===== config.mk =====
export PLATFORM = sky130hd
export DESIGN_NAME = bbdoq_ctrl
export DESIGN_NICKNAME = d
export VERILOG_FILES = /design/src/design/bbdoq_pkg.sv /design/src/design/bbdoq_ctrl.sv
export SDC_FILE = /design/constraint.sdc
export NUM_CORES = 1
export LEC_CHECK = 0
export ABC_CLOCK_PERIOD_IN_PS = 7800
export BUFFER_PORTS_ARGS = -buffer_cell sky130_fd_sc_hd__buf_2
export CELL_PAD_IN_SITES_DETAIL_PLACEMENT = 1
export CELL_PAD_IN_SITES_GLOBAL_PLACEMENT = 1
export CORE_UTILIZATION = 47
export DETAILED_ROUTE_END_ITERATION = 16
export PLACE_DENSITY = 0.86
export SLEW_MARGIN = 20
export SYNTH_ARGS = -nofsm -noshare
export SYNTH_HDL_FRONTEND = slang
export SYNTH_SLANG_ARGS = --single-unit

===== constraint.sdc =====
create_clock -name clk -period 7.8 [get_ports clk]
set_input_delay 0.78 -clock clk [delete_from_list [all_inputs] [get_ports clk]]
set_output_delay 0.78 -clock clk [all_outputs]
set_load 0.005 [all_outputs]

===== src/design/bbdoq_pkg.sv =====
`timescale 1ns / 1ps
// types, codes and constants for the byte-budgeted drop-oldest queue
// shared by the control, configuration and top-level modules; no dependencies

package bbdoq_pkg;

	localparam int QUEUE_DEPTH = 1024;
	localparam logic [31:0] BYTE_LIMIT_RESET = 32'd67108864;
	localparam int LEN_W = 32;
	localparam int REC_W = 11;
	localparam int TOT_W = 48;

	typedef enum logic [1:0] {
		OP_PUSH        = 2'd0,
		OP_SERVE_BEGIN = 2'd1,
		OP_SERVE_END   = 2'd2,
		OP_CLEAR       = 2'd3
	} opcode_t;

	typedef enum logic [2:0] {
		STAT_PUSHED      = 3'd0,
		STAT_DROPPED     = 3'd1,
		STAT_SERVE_EMPTY = 3'd2,
		STAT_SNAPSHOT    = 3'd3,
		STAT_SERVED      = 3'd4,
		STAT_FAILED      = 3'd5,
		STAT_NO_SERVE    = 3'd6,
		STAT_CLEARED     = 3'd7
	} status_t;

	typedef struct packed {
		opcode_t             opcode;
		logic [LEN_W-1:0]    item_length;
		logic                delivered_ok;
		logic                clear_after;
	} cmd_t;

	typedef struct packed {
		status_t             status;
		logic [REC_W-1:0]    snapshot_records;
		logic [LEN_W-1:0]    snapshot_bytes;
		logic [REC_W-1:0]    records_held;
		logic [LEN_W-1:0]    bytes_held;
		logic [TOT_W-1:0]    dropped_total;
		logic [TOT_W-1:0]    received_total;
		logic [TOT_W-1:0]    served_total;
		logic                serve_active;
	} result_t;

	typedef enum logic [2:0] {
		SQ_IDLE,
		SQ_APPEND,
		SQ_TRIM_CHK,
		SQ_RD,
		SQ_SUB,
		SQ_REM_CHK,
		SQ_RESP
	} seq_state_t;

	// why the oldest entry is being taken off
	typedef enum logic [1:0] {
		RM_FULL,
		RM_TRIM,
		RM_SERVE
	} rm_mode_t;

endpackage


===== src/design/bbdoq_ctrl.sv =====
`timescale 1ns / 1ps
// sequencer and counters: pointer ring over the length store, byte budget,
// serve snapshot and totals; uses bbdoq_pkg, drives a bbdoq_mem port

module bbdoq_ctrl #(
	parameter int DEPTH = 1024
) (
	input  logic                       clk,
	input  logic                       arst_n,
	input  logic                       start,
	input  bbdoq_pkg::cmd_t            cmd,
	output logic                       busy,
	output logic                       done,
	output bbdoq_pkg::result_t         result,
	input  logic [31:0]                byte_limit,
	output logic                       mem_wr_en,
	output logic [$clog2(DEPTH)-1:0]   mem_wr_addr,
	output logic [31:0]                mem_wr_data,
	output logic                       mem_rd_en,
	output logic [$clog2(DEPTH)-1:0]   mem_rd_addr,
	input  logic [31:0]                mem_rd_data
);
	import bbdoq_pkg::*;

	localparam int PW = $clog2(DEPTH);
	localparam int CW = $clog2(DEPTH + 1);

	seq_state_t        state_q, state_d;
	logic [PW-1:0]     head_q, tail_q;
	logic [CW-1:0]     count_q, snap_q, rem_q;
	logic [32:0]       bytes_q;
	logic [TOT_W-1:0]  dropped_q, received_q, served_q;
	logic              serving_q;
	logic              done_q;
	result_t           result_q;

	logic [31:0]       len_q;
	logic [32:0]       charge_q;
	rm_mode_t          mode_q;
	status_t           status_q;
	logic [CW-1:0]     snap_rec_q;
	logic [31:0]       snap_bytes_q;

	logic              accept;
	logic [32:0]       charge_in, charge_rd, limit_ext;
	logic              push_drop, store_full, serve_remove, trim_more, rem_more;
	logic [PW-1:0]     head_next, tail_next;

	assign accept     = start && (state_q == SQ_IDLE);
	assign limit_ext  = {1'b0, byte_limit};
	assign charge_in  = {1'b0, cmd.item_length} + 33'd1;
	assign charge_rd  = {1'b0, mem_rd_data} + 33'd1;
	assign push_drop  = charge_in > limit_ext;
	assign store_full = (count_q == CW'(DEPTH));
	assign serve_remove = serving_q && cmd.delivered_ok && cmd.clear_after;
	assign trim_more  = (bytes_q > limit_ext) && (count_q != '0);
	assign rem_more   = (rem_q != '0) && (count_q != '0);
	assign head_next  = (head_q == PW'(DEPTH - 1)) ? '0 : head_q + 1'b1;
	assign tail_next  = (tail_q == PW'(DEPTH - 1)) ? '0 : tail_q + 1'b1;

	// next state
	always_comb begin
		state_d = state_q;
		case (state_q)
			SQ_IDLE: begin
				if (accept) begin
					case (cmd.opcode)
						OP_PUSH: begin
							if (push_drop) begin
								state_d = SQ_RESP;
							end else if (store_full) begin
								state_d = SQ_RD;
							end else begin
								state_d = SQ_APPEND;
							end
						end
						OP_SERVE_END: state_d = serve_remove ? SQ_REM_CHK : SQ_RESP;
						default:      state_d = SQ_RESP;
					endcase
				end
			end
			SQ_APPEND:   state_d = SQ_TRIM_CHK;
			SQ_TRIM_CHK: state_d = trim_more ? SQ_RD : SQ_RESP;
			SQ_RD:       state_d = SQ_SUB;
			SQ_SUB: begin
				case (mode_q)
					RM_FULL:  state_d = SQ_APPEND;
					RM_TRIM:  state_d = SQ_TRIM_CHK;
					default:  state_d = SQ_REM_CHK;
				endcase
			end
			SQ_REM_CHK:  state_d = rem_more ? SQ_RD : SQ_RESP;
			SQ_RESP:     state_d = SQ_IDLE;
			default:     state_d = SQ_IDLE;
		endcase
	end

	// outputs of the sequencer
	always_comb begin
		busy        = (state_q != SQ_IDLE);
		mem_rd_en   = (state_q == SQ_RD);
		mem_rd_addr = head_q;
		mem_wr_en   = (state_q == SQ_APPEND);
		mem_wr_addr = tail_q;
		mem_wr_data = len_q;
	end

	assign done   = done_q;
	assign result = result_q;

	always_ff @(posedge clk or negedge arst_n) begin
		if (!arst_n) begin
			state_q    <= SQ_IDLE;
			head_q     <= '0;
			tail_q     <= '0;
			count_q    <= '0;
			bytes_q    <= '0;
			dropped_q  <= '0;
			received_q <= '0;
			served_q   <= '0;
			serving_q  <= 1'b0;
			snap_q     <= '0;
			done_q     <= 1'b0;
		end else begin
			state_q <= state_d;
			done_q  <= (state_q == SQ_RESP);
			case (state_q)
				SQ_IDLE: begin
					if (accept) begin
						case (cmd.opcode)
							OP_PUSH: begin
								if (push_drop) begin
									dropped_q <= dropped_q + 1'b1;
								end
							end
							OP_SERVE_BEGIN: begin
								if (!serving_q && count_q != '0) begin
									snap_q    <= count_q;
									serving_q <= 1'b1;
								end
							end
							OP_SERVE_END: begin
								if (serving_q) begin
									serving_q <= 1'b0;
									snap_q    <= '0;
									if (cmd.delivered_ok) begin
										served_q <= served_q + TOT_W'(snap_q);
									end
								end
							end
							OP_CLEAR: begin
								head_q  <= '0;
								tail_q  <= '0;
								count_q <= '0;
								bytes_q <= '0;
							end
							default: ;
						endcase
					end
				end
				SQ_APPEND: begin
					tail_q     <= tail_next;
					count_q    <= count_q + 1'b1;
					bytes_q    <= bytes_q + charge_q;
					received_q <= received_q + 1'b1;
				end
				SQ_SUB: begin
					bytes_q <= (bytes_q >= charge_rd) ? bytes_q - charge_rd : '0;
					head_q  <= head_next;
					count_q <= count_q - 1'b1;
					if (mode_q != RM_SERVE) begin
						dropped_q <= dropped_q + 1'b1;
					end
				end
				default: ;
			endcase
		end
	end

	// per-item working registers and the result register
	always_ff @(posedge clk) begin
		case (state_q)
			SQ_IDLE: begin
				if (accept) begin
					len_q        <= cmd.item_length;
					charge_q     <= charge_in;
					snap_rec_q   <= '0;
					snap_bytes_q <= '0;
					rem_q        <= snap_q;
					case (cmd.opcode)
						OP_PUSH: begin
							mode_q   <= RM_FULL;
							status_q <= push_drop ? STAT_DROPPED : STAT_PUSHED;
						end
						OP_SERVE_BEGIN: begin
							mode_q <= RM_SERVE;
							if (serving_q || count_q == '0) begin
								status_q <= STAT_SERVE_EMPTY;
							end else begin
								status_q     <= STAT_SNAPSHOT;
								snap_rec_q   <= count_q;
								snap_bytes_q <= bytes_q[31:0];
							end
						end
						OP_SERVE_END: begin
							mode_q <= RM_SERVE;
							if (!serving_q) begin
								status_q <= STAT_NO_SERVE;
							end else if (cmd.delivered_ok) begin
								status_q <= STAT_SERVED;
							end else begin
								status_q <= STAT_FAILED;
							end
						end
						default: begin
							mode_q   <= RM_SERVE;
							status_q <= STAT_CLEARED;
						end
					endcase
				end
			end
			SQ_APPEND: mode_q <= RM_TRIM;
			SQ_SUB: begin
				if (mode_q == RM_SERVE) begin
					rem_q <= rem_q - 1'b1;
				end
			end
			SQ_RESP: begin
				result_q.status           <= status_q;
				result_q.snapshot_records <= REC_W'(snap_rec_q);
				result_q.snapshot_bytes   <= snap_bytes_q;
				result_q.records_held     <= REC_W'(count_q);
				result_q.bytes_held       <= bytes_q[31:0];
				result_q.dropped_total    <= dropped_q;
				result_q.received_total   <= received_q;
				result_q.served_total     <= served_q;
				result_q.serve_active     <= serving_q;
			end
			default: ;
		endcase
	end

	a_count_in_range: assert property (@(posedge clk) disable iff (!arst_n)
		count_q <= CW'(DEPTH))
		else $error("record count above store depth");

	a_empty_no_bytes: assert property (@(posedge clk) disable iff (!arst_n)
		(count_q == '0) |-> (bytes_q == '0))
		else $error("bytes held with no records");

	a_push_within_budget: assert property (@(posedge clk) disable iff (!arst_n)
		(state_q == SQ_RESP && status_q == STAT_PUSHED) |-> (bytes_q <= limit_ext))
		else $error("push finished above byte limit");

	a_single_port_use: assert property (@(posedge clk) disable iff (!arst_n)
		!(mem_rd_en && mem_wr_en))
		else $error("store read and written in one cycle");

	a_done_pulse: assert property (@(posedge clk) disable iff (!arst_n)
		done_q |=> !done_q)
		else $error("result strobe longer than one cycle");

endmodule


Yosys cells after proc, flatten, opt, wreduce, memory -nomap -nowiden
Cells that the tools add are included. W data, S select, Z words.

Register bits after elaboration: 582. Output and inout bits: 290. Word-level logic and storage cells: 139.

$add $sub $neg: 12. $lt $le $gt $ge: 3. Equality and inequality tests: 23. Muxes and demuxes: 43. Bitwise operators: 1. Reductions and logical operators: 30.

Operator list (number): $mux W48 (4); $mux W33 (3); $pmux W33 S3 (1); $add A48 B1 Y48 const B (2); $pmux W48 S2 (1); $add A32 B1 Y33 const B (2); $gt A33 B32 Y1 (2); $mux W11 (6); $add A48 B11 Y48 (1); $pmux W11 S2 (2); $mux W10 (4); $pmux W10 S2 (2); $add A33 B33 Y33 (1); $ge A33 B33 Y1 (1); $pmux W11 S3 (1); $sub A33 B33 Y33 (1); $reduce_bool A11 Y1 (2); $sub A11 B1 Y11 const B (2); $add A10 B1 Y10 const B (2); $eq A10 B10 Y1 const B (2); $pmux W3 S6 (1); $reduce_and A5 Y1 (3); $ne A2 B2 Y1 const B (7); $mux W3 (4); other kinds (27) (55).

Logic depth before layout (Yosys ltp)
Word-level depth: 6. Mapped depth: 21.

Worst setup path before layout
No wires, ideal clock.

Path kind: register to register. Start point: register state_q[0]. End point: register done_q (netlist: done). Library setup time: 705 ps. Arrival: 5965 ps. Data required time: 7095 ps. Path slack: 1130 ps. Cell stages (with the launch flop): 3. Buffers on the path: 1. Path through: dfrtp_1 > buf_2 > and3b_1.

Longest elaborated chain between the ends: 1.

RTL lines: start: declaration (line bbdoq_ctrl.sv:28) `seq_state_t state_q, state_d;`; start signal: assignment (line bbdoq_ctrl.sv:125) `state_q <= state_d;`; $eq A3 B3 Y1 (line bbdoq_ctrl.sv:126) `done_q <= (state_q == SQ_RESP);`; end signal: assignment (line bbdoq_ctrl.sv:126); end: declaration (line bbdoq_ctrl.sv:34) `logic done_q;`.

Every way passes these cells. A chain may end at the register's enable or synchronous reset.

Worst setup path after layout
Start point: input port cmd[5] (netlist bit). End point: register dropped_q[16].

Longest elaborated chain between the ends: 4.

RTL lines: start: declaration (line bbdoq_ctrl.sv:11) `input bbdoq_pkg::cmd_t cmd,`; $add A32 B1 Y33 (line bbdoq_ctrl.sv:51) `assign charge_in = {1'b0, cmd.item_length} + 33'd1;`; via charge_in[27] (line bbdoq_ctrl.sv:45) `logic [32:0] charge_in, charge_rd, limit_ext;`; $gt A33 B32 Y1 (line bbdoq_ctrl.sv:53) `assign push_drop = charge_in > limit_ext;`; $ne A2 B2 Y1 (no line); $reduce_and A5 Y1 (no line); end signal: assignment (line bbdoq_ctrl.sv:133) `dropped_q <= dropped_q + 1'b1;`; end signal: assignment (line bbdoq_ctrl.sv:172) `dropped_q <= dropped_q + 1'b1;`; end: declaration (line bbdoq_ctrl.sv:32) `logic [TOT_W-1:0] dropped_q, received_q, served_q;`.

The timed path passes the listed nets, and every way through them passes these cells.

==> impl_results.md <==
- Post-synth top flop: edfxtp_1
- Drt pass-1 iters: 5
- Post-CTS Setup Repair Bufs: 0
- Vias per cell: 5.83
- Internal power: 7390 µW
- WL final: 85500 µm
- Post-Layout Cell Count: 3571
- Synthesized netlist net count: 2587
- Setup CP Type: input port to flip-flop
- ANT nets after route: 0
- Port-buffer cells: 392
- PwrDens: 348 nW/µm²
- Switching Power: 4150 µW
- Critical Path Start Type: input port
- Max transition margin: 23.4%
- Vias in the first global route: 22400
- Number of nets in the layout: 3006
- Adder-Cell Fraction of Synth Area: 7.24%
- Synthesized area per cell: 12.1 µm²
- Total global routing overflow: 0
- Met1 GRT Util: 33.7%
- DR vias: 20800
- First-pass GRT wire length: 131000 µm
- DPL Wire Length: 60900 µm
- Worst-path maximum fanout: 27
- Clk sinks: 582
- Hold Slack: 121 ps
- Worst skew pair latency: 620 ps
- Yosys reg bits: 582
- Area Growth Syn to Fin: 18.2%
- R2R setup slack: 3930 ps
- Sw Share: 36.0%
- Reg2Reg Depth: 11
- Initial antenna violation count: 6
- Largest family of logic cells by synthesized area: simple AND/OR/NAND/NOR gates
- Clock Power Share: 27.9%
- Die area: 60700 µm²
- Worst hold path class: input port to async pin
- Reg-to-Reg Start: bytes_q[1]$_DFFE_PN0P_
- Tot GR Track Use: 28.2%
- XOR/XNOR Fraction of Synth Area: 8.64%
- Post-layout minimum cycle time: 5510 ps
- Clock Skews: 27.9 ps
- DP Cell Count: 3448
- Clk pin slew, worst setup/hold paths: 60 ps
- Setup TNS: 0 ps
- Outcome: finished clean
- Crit. End Element: flip-flop
- Io pins: 393
- # H-tree levels: 3
- Synth Area in Simple Gates: 13.5%
- EDFF count, synth: 358
- GRT Max-Usage Layer: met2
- Slew Viols, Final: 0
- Worst Tran Pin Value: 1150 ps
- Peak supply drop: 0.240 mV
- Final Hold Viols: 0
- Largest net degree at the start of global routing: 86
- Ys Warns: 0
- Root Buffer: clkbuf_16
- Fmax: 181 MHz
- Sequential share of power: 40.0%
- Clock Path Buffers: 3
- Final RePlAce weighted congestion: 0.889
- Rows: 89
- Asr flop ratio synth: 38.5%
- Sequential area share after synthesis: 58.3%
- Met3 Track Usage GR: 4.42%
- Fraction of synthesized area in multiplexers: 0.152%
- Netlist cell types: 79
- # Max-Cap Violations: 0
- Die Height: 246 µm
- Synth Cell Area: 28100 µm²
- CTS buffer count: 66
- Worst reg2reg path endpoint: bytes_q[23]$_DFFE_PN0P_
- Setup violations, final: 0
- Layout cell share with drive strength beyond 1: 19.3%
- Wire per inst: 23.9 µm
- Unrepaired setup endpoints after global routing: false
- Synth Area in Compound Gates: 10.2%
- Die width: 246 µm
- Starting Density: 47.6%
- Critical path arrival: 6020 ps
- WP data required: 8300 ps
- Met2 Use GR: 50.3%
- LEAKAGE: 0.0141 µW
- Hold buffers post-CTS: 0
- Post-Syn Instances: 2324
- Combinational share of power: 32.1%
- # DRC: 0
- CTS tree: built
- Area of the core: 59000 µm²
- Final critical-path share of the clock period: 70.7%
- DR iter-0 viols: 1290
- Post-cts sizing count: 0
-- flip-flops by register name (all words and copies together), names as in the netlist --
name and count:
rem_q 11, mode_q 2, mem_wr_addr 10, result 234
snap_q 11, mem_wr_data 32, snap_bytes_q 32, snap_rec_q 11
served_q 48, charge_q 33, dropped_q 48, count_q 11
status_q 3, bytes_q 33, mem_rd_addr 10, serving_q 1
received_q 48, done 1, state_q 3
-- cell usage in the layout (no fill, tap or decap), types with 83 or more instances in the layout --
master / Yosys / final
buf_2: 12 / 391
edfxtp_1: 358 / 358
dfrtp_1: 224 / 224
nand2_1: 165 / 165
xnor2_1: 164 / 164
ha_1: 156 / 156
nor2_1: 122 / 121
a21oi_1: 120 / 119
xor2_1: 113 / 113
nand3_1: 109 / 109
o21ai_0: 86 / 86
nand4_1: 84 / 84
inv_1: 83 / 83
-- cell usage after synthesis (8+ instances only) --
cell | count | share of area [%]
edfxtp_1 | 358 | 38
nor2b_1 | 16 | 0.36
and3_1 | 40 | 0.89
xnor2_1 | 164 | 5.1
a22o_1 | 22 | 0.69
nor2_1 | 122 | 1.6
o31ai_1 | 8 | 0.21
and4_1 | 17 | 0.53
o21a_1 | 10 | 0.27
a21oi_1 | 120 | 2.1
nand2b_1 | 15 | 0.33
nand2_1 | 165 | 2.2
clkbuf_1 | 41 | 0.55
a21o_1 | 57 | 1.5
nor4_1 | 15 | 0.33
o211ai_1 | 9 | 0.24
a221oi_1 | 14 | 0.44
nor3_1 | 38 | 0.68
buf_2 | 12 | 0.21
inv_1 | 83 | 1.1
dfrtp_1 | 224 | 20
xor2_1 | 113 | 3.5
o21ai_0 | 86 | 1.5
ha_1 | 156 | 7.0
nand3_1 | 109 | 1.9
a31oi_1 | 19 | 0.42
a22oi_1 | 8 | 0.21
nand4_1 | 84 | 1.9
o21bai_1 | 16 | 0.43
and2_1 | 56 | 1.2
or3_1 | 12 | 0.27
-- area by class of cell --
class / count / area, µm²
Timing Repair Buffer: 408 / 2090
Clock buffer: 98 / 1950
Fill cell: 6133 / 25800
Multi-Input combinational cell: 1599 / 11200
Tap cell: 773 / 967
Clock inverter: 24 / 317
Inverter: 86 / 330
Sequential cell: 582 / 16400
Antenna cell: 1 / 2.50
-- through the flow --
stage | cell area [µm²] | setup slack [ps] | total power [µW] | util, %
after CTS | 33200 | 2290 | 11600 | 56.2
after floorplan | 28100 | 1130 | 6930 | -
final | 33200 | 2290 | 11500 | 56.2
after global placement | 30900 | 2070 | 8110 | 52.4
after global routing | 33200 | 1910 | 12100 | 56.2
after detailed placement | 30900 | 1640 | 8340 | 52.4
-- worst max-delay path: stages --
cell,delay (ps)
buf_2,130
and4_1,240
and3_1,210
nor2b_1,330
nand2_1,150
nor2_1,270
and3_1,350
nand2_1,80
nor2_1,120
xnor2_1,110
ha_1,310
nand4_1,150
or4_1,550
o2111ai_1,570
a22o_1,1000
nand4_1,290
xnor2_1,330
-- cell families after synthesis --
group                      Yosys count
adders and majority gates          160
xor gates and xnor gates           277
DFF                                582
and+or+nand+nor                    723
muxes                                4
buffers and inverters              143
AOI/OAI and AO/OA                  435
-- per-layer routing --
layer | vias to the layer above | part of all wire [%]
met5 | - | 0.084
met2 | 671 | 52
li1 | 9451 | -
met1 | 10500 | 40
met3 | 172 | 5.2
met4 | 10 | 3.7
-- how the worst max path moves through the flow --
stage / startpoint / to / cells after the start
after floorplan: state_q[0]$_DFFE_PN0P_ / done$_DFF_PN0_ / 2
after global routing: cmd[5] / dropped_q[16]$_DFFE_PN0P_ / 17
after global placement: cmd[5] / dropped_q[11]$_DFFE_PN0P_ / 17
after CTS: cmd[5] / dropped_q[16]$_DFFE_PN0P_ / 17
after detailed placement: cmd[5] / dropped_q[16]$_DFFE_PN0P_ / 17
final: cmd[5] / dropped_q[16]$_DFFE_PN0P_ / 17
-- power groups by stage --
stage,clock network [µW],registers (µW),logic (µW)
global placement,0,4630,3480
finish,3220,4620,3710
global route,3380,4680,4080
CTS,3270,4630,3710
floorplan,0,4570,2360
detailed placement,0,4680,3660
(Power assumes the default switching activity.)
