`config.mk`:
```
export PLATFORM = sky130hd
export DESIGN_NAME = bbdoq_cfg
export DESIGN_NICKNAME = d
export VERILOG_FILES = /design/src/design/bbdoq_pkg.sv /design/src/design/bbdoq_cfg.sv
export SDC_FILE = /design/constraint.sdc
export NUM_CORES = 1
export LEC_CHECK = 0
export ABC_AREA = 0
export BUFFER_PORTS_ARGS = -buffer_cell sky130_fd_sc_hd__buf_2
export CAP_MARGIN = 20
export CORE_AREA = 2 2 65 67
export CTS_CLUSTER_DIAMETER = 40
export DETAILED_ROUTE_END_ITERATION = 8
export DIE_AREA = 0 0 67 69
export PLACE_DENSITY_LB_ADDON = 0.15
export SLEW_MARGIN = 20
export SYNTH_ARGS = -nofsm -noshare
export SYNTH_HDL_FRONTEND = slang
export SYNTH_SLANG_ARGS = --single-unit
```
`constraint.sdc`:
```
create_clock -name clk -period 0.8 [get_ports clk]
set_input_delay 0.08 -clock clk [delete_from_list [all_inputs] [get_ports clk]]
set_output_delay 0.08 -clock clk [all_outputs]
set_load 0.005 [all_outputs]
```
`src/design/bbdoq_pkg.sv`:
```
`timescale 1ns / 1ps
// types, codes and constants for the byte-budgeted drop-oldest queue
// shared by the control, configuration and top-level modules; no dependencies

package bbdoq_pkg;

	localparam int QUEUE_DEPTH = 1024;
	localparam logic [31:0] BYTE_LIMIT_RESET = 32'd67108864;
	localparam int LEN_W = 32;
	localparam int REC_W = 11;
	localparam int TOT_W = 48;

	typedef enum logic [1:0] {
		OP_PUSH        = 2'd0,
		OP_SERVE_BEGIN = 2'd1,
		OP_SERVE_END   = 2'd2,
		OP_CLEAR       = 2'd3
	} opcode_t;

	typedef enum logic [2:0] {
		STAT_PUSHED      = 3'd0,
		STAT_DROPPED     = 3'd1,
		STAT_SERVE_EMPTY = 3'd2,
		STAT_SNAPSHOT    = 3'd3,
		STAT_SERVED      = 3'd4,
		STAT_FAILED      = 3'd5,
		STAT_NO_SERVE    = 3'd6,
		STAT_CLEARED     = 3'd7
	} status_t;

	typedef struct packed {
		opcode_t             opcode;
		logic [LEN_W-1:0]    item_length;
		logic                delivered_ok;
		logic                clear_after;
	} cmd_t;

	typedef struct packed {
		status_t             status;
		logic [REC_W-1:0]    snapshot_records;
		logic [LEN_W-1:0]    snapshot_bytes;
		logic [REC_W-1:0]    records_held;
		logic [LEN_W-1:0]    bytes_held;
		logic [TOT_W-1:0]    dropped_total;
		logic [TOT_W-1:0]    received_total;
		logic [TOT_W-1:0]    served_total;
		logic                serve_active;
	} result_t;

	typedef enum logic [2:0] {
		SQ_IDLE,
		SQ_APPEND,
		SQ_TRIM_CHK,
		SQ_RD,
		SQ_SUB,
		SQ_REM_CHK,
		SQ_RESP
	} seq_state_t;

	// why the oldest entry is being taken off
	typedef enum logic [1:0] {
		RM_FULL,
		RM_TRIM,
		RM_SERVE
	} rm_mode_t;

endpackage

```
`src/design/bbdoq_cfg.sv`:
```
`timescale 1ns / 1ps
// apb-style register port holding the byte limit
// uses bbdoq_pkg for the reset value

module bbdoq_cfg (
	input  logic        clk,
	input  logic        arst_n,
	input  logic        psel,
	input  logic        penable,
	input  logic        pwrite,
	input  logic [2:0]  paddr,
	input  logic [31:0] pwdata,
	output logic [31:0] prdata,
	output logic        pready,
	output logic [31:0] byte_limit
);
	import bbdoq_pkg::*;

	localparam logic REG_BYTE_LIMIT = 1'b0;

	logic [31:0] limit_q;
	logic        hit;

	assign hit    = (paddr[2] == REG_BYTE_LIMIT);
	assign pready = 1'b1;
	assign prdata = hit ? limit_q : 32'd0;
	assign byte_limit = limit_q;

	always_ff @(posedge clk or negedge arst_n) begin
		if (!arst_n) begin
			limit_q <= BYTE_LIMIT_RESET;
		end else if (psel && penable && pwrite && hit) begin
			limit_q <= pwdata;
		end
	end

endmodule

```
Yosys cells after proc, flatten, opt, wreduce, memory -nomap -nowiden

Cells that the tools add are included.

Shift-type cells: 0
Add/subtract/negate cells: 0
Divide/modulo/power cells: 0
$lt $le $gt $ge: 0
Bitwise logic cells: 1
Multiply operators: 0
Equality and inequality tests: 0
Muxes and demuxes: 1
Reductions and logical operators: 3

Operators by type and width:

| cell                | count |
|---|---|
| $mux W32            | 1 |
| $logic_and A1 B1 Y1 | 3 |
| $not A1 Y1          | 1 |

Word-level logic and storage cells: 6
Register bits: 32
Bits in read-only memories: 0
Bits of input ports: 40
Memories: 0
Bits in writable memories: 0
Latch bits: 0
Output and inout port bits: 65

Logic depth before layout (Yosys ltp)

Gate-level depths: netlist (run 1).

Depth after elaboration: 3
Depth in mapped cells: 3
Mapped depth without buffers: 2

Worst setup path before layout (run 1)

OpenSTA, ideal clock, no wires.

Path kind: input to register
Start: input port paddr[2]
End: register limit_q[0], in the netlist byte_limit[0]
Required time: 0.675 ns
Stages: 3
Setup slack: -0.065 ns
Data arrival time: 0.740 ns
Cells stage by stage: nand4b_4 -> buf_6 -> mux2_4

Word-level cells in the longest chain between the ends: 2

Ends and longest elaborated chain:

| what                 | line            | text |
|---|---|---|
| start, declared      | bbdoq_cfg.sv:11 | `input logic [2:0] paddr,` |
| $not A1 Y1           | bbdoq_cfg.sv:24 | `assign hit = (paddr[2] == REG_BYTE_LIMIT);` |
| $logic_and A1 B1 Y1  | bbdoq_cfg.sv:32 | `end else if (psel && penable && pwrite && hit) begin` |
| end signal, assigned | bbdoq_cfg.sv:33 | `limit_q <= pwdata;` |
| end, declared        | bbdoq_cfg.sv:21 | `logic [31:0] limit_q;` |

Every way passes these cells.
A chain may end at the register's enable or synchronous reset.

Worst setup path after layout (run 1)

Start: register limit_q[26], in the netlist byte_limit[26]
End: output port prdata[26]

Word-level cells in the longest chain between the ends: 1

Ends and longest elaborated chain:

| what          | line            | text |
|---|---|---|
| $mux W32      | bbdoq_cfg.sv:26 | `assign prdata = hit ? limit_q : 32'd0;` |
| end, declared | bbdoq_cfg.sv:13 | `output logic [31:0] prdata,` |

Every way passes these cells.

==> impl_results.md, run 1 <==
* Initial antenna violation count at 0
* Power per cell area at 2270 nW/um^2
* Largest register FFs at 32
* WP data arrival at 1.05 ns
* Cts bufs inserted at 5
* Share of power burned in registers at 39.6%
* Sink Count at 32
* Initial drt markers at 17
* Die Y-Extent at 69 um
* Via count at 1292
* Detailed-route DRC error count at 0
* Area after DPL at 2160 um^2
* Max Slew Vio Count at 0
* DP Worst Slack at -0.254 ns
* Die width at 67 um
* CTS tree: built
* 1st-pass router iterations at 4
* Buffers on Ports at 101
* ANT nets after route at 0
* Clock Power Share at 23.2%
* Fmax achieved at 887 MHz
* Worst Setup Start Kind: flip-flop
* Finished layout cell area at 2510 um^2
* Grt total ovfl at 0
* Post-synth cell types at 10
* Switching pwr at 1.47 mW
* Register-to-register setup slack at -0.10 ns
* Post-Syn Area at 1560 um^2
* Layout Cells excl Fill at 285
* Core Box Area at 3910 um^2
* Via density at 4.53
* Layout cell share with drive strength beyond 1 at 72.3%
* Initial core utilization at 39.7%
* Net count after synthesis at 145
* Sw frac at 25.7%
* Worst vdd ir at 1.08 mV
* Post-Synthesis Cells at 105
* Internal Power at 4.24 mW
* Final hold vios at 0
* Dpl cells at 256
* Leading area contributor after synthesis: dfrtp_1
* Final setup fails at 85
* DP HPWL at 2800 um
* Crit share post-route at 141%
* Tmin final at 1.13 ns
* N_diodes at 0
* Routability cong. at 0.684
* Final core area utilization at 64.2%
* IO Pins at 105
* Failing checks: negative setup slack
* DR WL/cell at 13.7 um
* Clock buffer depth at 2
* CTS clk-pin slew, worst paths at 0.06 ns
* Hold Crit Depth at 2
* H-tree lvl count at 2
* Critical Path Fanout Max at 3
* Reg2Reg Capture Point: byte_limit[29]$_DFFE_PN0P_
* Largest net degree at the start of global routing at 33
* Worst reg2reg path depth at 2
* Combinational power share at 37.1%
* Min-Delay Endpoint: byte_limit[7]$_DFFE_PN0P_
* Nets at 275
* Most common cell after layout, fill and taps aside: buf_2
* # rows at 23
* Synthesized area per cell at 14.8 um^2
* Yosys top cell area share at 49.9%
* Setup ws final at -0.328 ns
* CTS root buf: clkbuf_8
* Pleak at 1.43 nW
* Worst Setup End Kind: primary output
* Setup Crit Path Kind: reg2out
* Hold Crit Class: in2reg
* Global-route usage over all layers at 17.0%
* Area contributors post-synth: dfrtp_1, mux2_4, nor2b_1, buf_6, dfstp_2
* Sequential-to-total area share from yosys stat at 51.6%
* Die area at 4620 um^2
* Worst r2r src: byte_limit[29]$_DFFE_PN0P_
* Unrepaired setup endpoints after global routing: true
* Routed WL at 3910 um
* Synthesized flop and latch total at 32
* Max_cap viols at 0
* Area Overhead vs Synth at 61.5%
* Hold Startpoint: pwdata[7]
* Most frequent cells in the layout: buf_2, nor2b_1, dfrtp_1
* Status: finished, violations left
* Clock insertion delay at the later pin of the skew report at 0.27 ns
* Vias in the first global route at 1259
* Setup Skew at 0 ns
* First-pass GRT wire length at 5950 um
* WP data required at 0.72 ns
* Synth Warn # at 0
-- metal layers --
layer	wire length, um	vias to the layer above	global-route usage [%]	part of all wire (%)
li1	-	600	-	-
met1	1500	615	19.9	38
met2	2000	66	28.9	51
met3	345	11	5.55	8.8
met4	70	0	5.22	1.8
met5	0	-	0	0
-- what timing repair did --
action,CTS,global route
buffers inserted,14,8
resized for setup,6,14
hold buffers,1,0
endpoints found under the hold margin,32,0
setup endpoints to repair,64,78
cloned,0,0
-- worst max-delay path by stage --
| stage | startpoint | end | slack, ns |
|---|---|---|---|
| floorplan | paddr[2] | byte_limit[0]$_DFFE_PN0P_ | -0.06 |
| detailed placement | paddr[2] | byte_limit[0]$_DFFE_PN0P_ | -0.25 |
| finish | byte_limit[26]$_DFFE_PN1P_ | prdata[26] | -0.33 |
| CTS | byte_limit[26]$_DFFE_PN1P_ | prdata[26] | -0.34 |
| global placement | paddr[2] | byte_limit[3]$_DFFE_PN0P_ | -0.24 |
| global route | byte_limit[26]$_DFFE_PN1P_ | prdata[26] | -0.38 |
-- stage by stage --
step                hold WS [ns]  total power, mW  TNS (ns)
floorplan                 -0.216             3.05     -1.94
global placement         -0.0552             3.81     -7.30
detailed placement       -0.0521             3.85     -7.54
CTS                       0.0209             5.51    -11.54
global route              0.0143             6.04    -14.82
finish                    0.0301             5.70    -11.93
-- critical path, stage by stage (launching register included) --
cell	delay (ns)
dfstp_2	0.54
nor2b_1	0.12
buf_2	0.12
-- cell families (layout without fill, tap and decap cells) --
| group | after synthesis | in the layout | synth area share [%] |
|---|---|---|---|
| mux | 32 | 32 | 30.4 |
| buf+inv | 7 | 137 | 3.38 |
| other cells | 1 | 1 | 0.241 |
| simple gates | 33 | 33 | 14.4 |
| flops | 32 | 32 | 51.6 |
-- power by group through the flow --
stage               Clock [mW]  Combinational, mW  Sequential, mW
finish                    1.32               2.12            2.26
global route              1.45               2.29            2.30
CTS                       1.37               1.90            2.23
detailed placement           0               1.59            2.27
global placement             0               1.55            2.25
floorplan                    0              0.781            2.27
-- synth_stat cells --
cell,count
mux2_2,2
nand4b_4,1
conb_1,1
nor2b_1,32
dfrtp_1,31
mux2_4,30
clkbuf_1,3
buf_6,3
buf_4,1
dfstp_2,1
-- layout make-up --
cell class	count	area, um^2
Fill cell	319	1400
Sequential cell	32	802
Multi-Input combinational cell	66	701
Clock buffer	7	96.3
Tap cell	50	62.6
Timing Repair Buffer	130	851
Note: power is estimated with default switching activity, not from simulation.
==> run 2, diff against run 1 <==
==> constraint.sdc (replaced) <==
create_clock -name clk -period 0.8 [get_ports clk]
set_input_delay 0.08 -clock clk [delete_from_list [all_inputs] [get_ports clk]]
set_output_delay 0.08 -clock clk [all_outputs]
set_load 0.1 [all_outputs]
==> impl_results.md, run 2 <==
* IO Pins at 105
* Sequential-to-total area share from yosys stat at 51.6%
* Status: aborted with a tool error
* Sink Count at 32
* Routability cong. at 0.754
* Exit stage: clock tree synthesis
* Synth cell count leaders: nor2b_1, dfrtp_1, mux2_4
* Post-CTS setup buffer count at 43
* Post-Syn Area at 1560 um^2
* Area contributors post-synth: dfrtp_1, mux2_4, nor2b_1, buf_6, dfstp_2
* Initial core utilization at 39.7%
* Count of flip-flops with a built-in enable after synthesis at 0
* # rows at 23
* Synthesized area per cell at 14.8 um^2
* Synth Warn # at 0
* Cts bufs inserted at 5
* CTS root buf: clkbuf_8
* Post-Synthesis Cells at 105
* Die Y-Extent at 69 um
* CTS Hold Bufs at 1
* Yosys top cell area share at 49.9%
* Area after DPL at 3500 um^2
* Leading area contributor after synthesis: dfrtp_1
* Die width at 67 um
* Post-CTS sizing at 38
* Buffers on Ports at 101
* Most frequent cell after synthesis: nor2b_1
* DP HPWL at 4380 um
* Top FF cell, synth: dfrtp_1
* Post-synth cell types at 10
* Clock buffer depth at 2
* Run Error: [ERROR DPL-0038] Utilization greater than 100%, impossible to legalize
* Synthesized flop and latch total at 32
* Net count after synthesis at 145
* H-tree lvl count at 2
* Asr flop ratio synth at 100%
run 2: cell counts after synthesis:
No cell type changed its count.
run 2: cell families after synthesis:
family | after synthesis | synth area share, %
simple gates | 33 | 14.4
mux | 32 | 30.4
flops | 32 | 51.6
buf+inv | 7 | 3.38
other cells | 1 | 0.241
run 2: stage by stage:
step	setup TNS (ns)	setup WS, ns	util, %	instances
3_3_place_gp	-12.93	-0.249	89.5	258
3_5_place_dp	-14.61	-0.291	89.5	258
2_1_floorplan	-22.53	-0.643	-	105
==> run 3, diff against run 2 <==
--- a/config.mk
+++ b/config.mk
@@ -8,10 +8,9 @@
 export ABC_AREA = 0
 export BUFFER_PORTS_ARGS = -buffer_cell sky130_fd_sc_hd__buf_2
 export CAP_MARGIN = 20
-export CORE_AREA = 2 2 65 67
-export CTS_CLUSTER_DIAMETER = 40
+export CORE_AREA = 2 2 70 72
 export DETAILED_ROUTE_END_ITERATION = 8
-export DIE_AREA = 0 0 67 69
+export DIE_AREA = 0 0 72 74
 export PLACE_DENSITY_LB_ADDON = 0.15
 export SLEW_MARGIN = 20
 export SYNTH_ARGS = -nofsm -noshare
==> impl_results.md, run 3 (same netlist as run 1, synthesis figures left out) <==
* Largest register FFs at 32
* Clock insertion delay at the later pin of the skew report at 0.29 ns
* Area after DPL at 3490 um^2
* Crit path cell chain: nor2b_4 -> buf_12
* CTS clk-pin slew, worst paths at 0.07 ns
* Worst Setup Start Kind: flip-flop
* Layout Cells excl Fill at 314
* Final hold vios at 0
* Grt total ovfl at 0
* Final setup fails at 96
* Most frequent cells in the layout: buf_12, buf_6, buf_2
* Worst Setup End Kind: primary output
* H-tree lvl count at 2
* Fmax achieved at 754 MHz
* CP peak stage delay at 0.62 ns
* Worst-Margin Slew at 0.584 ns
* Worst relative slew slack at 61.0%
* Register-to-register setup slack at -0.29 ns
* Hold Crit Class: in2reg
* Routed WL at 6050 um
* Hold Startpoint: pwdata[7]
* Detailed-route DRC error count at 0
* Largest net degree at the start of global routing at 33
* Setup Crit Path Kind: reg2out
* DP HPWL at 3800 um
* CTS root buf: clkbuf_8
* Max Slew Vio Count at 0
* Tmin final at 1.33 ns
* Pleak at 2.00 nW
* Area Overhead vs Synth at 168%
* Via density at 4.57
* Dpl cells at 260
* Initial drt markers at 38
* Crit share post-route at 166%
* Via count at 1435
* Power per cell area at 3380 nW/um^2
* Design Power at 14.1 mW
* Clock buffer depth at 2
* CTS tree: built
* Most common cell after layout, fill and taps aside: buf_12
* Initial antenna violation count at 0
* Unrepaired setup endpoints after global routing: true
* Finished layout cell area at 4170 um^2
* Nets at 299
* Cts bufs inserted at 5
* Critical Path Fanout Max at 2
* ANT nets after route at 0
* Initial core utilization at 33.8%
* Sink Count at 32
* IO Pins at 105
* Die width at 72 um
* # rows at 25
* Max_cap viols at 0
* WP data arrival at 1.25 ns
* Global-route usage over all layers at 23.2%
* WP data required at 0.72 ns
* Worst r2r src: byte_limit[6]$_DFFE_PN0P_
* Die area at 5330 um^2
* Routability cong. at 0.727
* Vias in the first global route at 1674
* Buffers on Ports at 101
* CP startpoint: byte_limit[26]$_DFFE_PN1P_
* Core Box Area at 4600 um^2
* 1st-pass router iterations at 4
* Die Y-Extent at 74 um
* Worst vdd ir at 2.07 mV
* Failing checks: negative setup slack
* DR WL/cell at 19.3 um
* Setup_tns at -29.75 ns
* Status: finished, violations left
* Layout cell share with drive strength beyond 1 at 99.2%
* Setup Skew at 0 ns
* Setup ws final at -0.526 ns
* N_diodes at 0
* First-pass GRT wire length at 9120 um
* Worst path slowest cell: dfstp_4
run 3: what timing repair did:
item,4_1_cts,5_1_grt
hold endpoints to repair,32,0
setup buffers,38,9
pin swaps,0,0
endpoints found under the setup margin,96,96
cloned,0,0
gates resized for setup,36,10
hold buffers,1,0
run 3: layout make-up:
class | count | area (um^2)
fill | 173 | 428
multi-input combinational | 66 | 948
tap | 54 | 67.6
clock buffer | 7 | 96.3
sequential | 32 | 922
clock inverter | 1 | 30.0
timing repair buffer | 154 | 2110
run 3: path summary, 6_finish.rpt:
path / to / cells after the start
worst max-delay path: prdata[26] / 2
worst min-delay path: byte_limit[7]$_DFFE_PN0P_ / 2
worst max register to register: byte_limit[6]$_DFFE_PN0P_ / 3
worst min register to register: byte_limit[8]$_DFFE_PN0P_ / 1
max in group asynchronous: byte_limit[26]$_DFFE_PN1P_ / 3
min in group asynchronous: byte_limit[6]$_DFFE_PN0P_ / 3
run 3: routing by layer:
metal | routed length, um | track usage, % | vias to the layer above
met1 | 2050 | 24.4 | 708
met3 | 401 | 8.54 | 10
met4 | 122 | 6.71 | 0
li1 | - | - | 648
met5 | 0 | 0 | -
met2 | 3470 | 43.6 | 69
run 3: critical path: cells and delay by family (launching register included):
| family | cells | cell delay, ns |
|---|---|---|
| DFF | 1 | 0.62 |
| buffers and inverters | 1 | 0.18 |
| and+or+nand+nor | 1 | 0.16 |
run 3: where the power goes:
part / switching, mW / internal [mW] / total [mW]
clock: 0.659 / 1.10 / 1.76
sequential: 0.374 / 2.22 / 2.59
combinational: 5.54 / 4.19 / 9.73
run 3: per-stage QoR:
step	hold WS [ns]	setup slack [ns]	util, %
3_5_place_dp	0.0515	-0.240	76.0
6_report	0.0171	-0.526	90.7
2_1_floorplan	-0.216	-0.643	-
4_1_cts	0.00704	-0.542	88.9
5_1_grt	0.0147	-0.562	90.7
3_3_place_gp	0.0477	-0.223	76.0
==> run 4, diff against run 3 <==
--- a/config.mk
+++ b/config.mk
@@ -8,9 +8,9 @@
 export ABC_AREA = 0
 export BUFFER_PORTS_ARGS = -buffer_cell sky130_fd_sc_hd__buf_2
 export CAP_MARGIN = 20
-export CORE_AREA = 2 2 70 72
+export CORE_AREA = 2 2 66 68
 export DETAILED_ROUTE_END_ITERATION = 8
-export DIE_AREA = 0 0 72 74
+export DIE_AREA = 0 0 68 70
 export PLACE_DENSITY_LB_ADDON = 0.15
 export SLEW_MARGIN = 20
 export SYNTH_ARGS = -nofsm -noshare
==> impl_results.md, run 4 <==
* Clock buffer depth at 2
* Buffers on Ports at 101
* Category of the worst endpoint: output port
* Area contributors post-synth: dfrtp_1, mux2_4, nor2b_1, buf_6, dfstp_2
* CTS root buf: clkbuf_8
* Net count after synthesis at 145
* Run Error: [ERROR DPL-0033] detailed placement checks failed during check placement.
* Die width at 68 um
* Synthesized area per cell at 14.8 um^2
* H-tree lvl count at 2
* Post-synth cell types at 10
* # rows at 24
* Synth cell count leaders: nor2b_1, dfrtp_1, mux2_4
* Sink Count at 32
* Post-Syn Area at 1560 um^2
* Status: aborted with a tool error
* Most frequent cell after synthesis: nor2b_1
* DP HPWL at 3720 um
* Routability cong. at 0.692
* Die Y-Extent at 70 um
* Initial antenna violation count at 1
* Cts bufs inserted at 5
* Exit stage: global routing
* Asr flop ratio synth at 100%
* Top FF cell, synth: dfrtp_1
* Yosys top cell area share at 49.9%
* Initial core utilization at 37.5%
* DP Worst Slack at -0.243 ns
* GR repair worst EP: prdata[26]
* IO Pins at 105
* Largest net degree at the start of global routing at 33
* Sequential-to-total area share from yosys stat at 51.6%
* Synthesized flop and latch total at 32
* Count of flip-flops with a built-in enable after synthesis at 0
* Leading area contributor after synthesis: dfrtp_1
* Synth Warn # at 0
* Post-Synthesis Cells at 105
* Area after DPL at 3520 um^2
-- run 4: cell counts after synthesis --
No cell type changed its count.
-- run 4: kinds of logic after synthesis --
logic type	share of synthesized area [%]
and+or+nand+nor	14.4
muxes	30.4
DFF	51.6
other	0.241
buffers and inverters	3.38
-- run 4: what timing repair did --
action                                  4_1_cts
hold buffers                                  1
endpoints found under the hold margin        32
resized for setup                            16
buffers inserted                             20
pin swaps                                     0
endpoints found under the setup margin       96
-- run 4: per-stage QoR --
| step | utilization [%] | cells |
|---|---|---|
| CTS | 94.0 | 288 |
| detailed placement | 85.0 | 259 |
| global placement | 85.0 | 259 |
| floorplan | - | 105 |
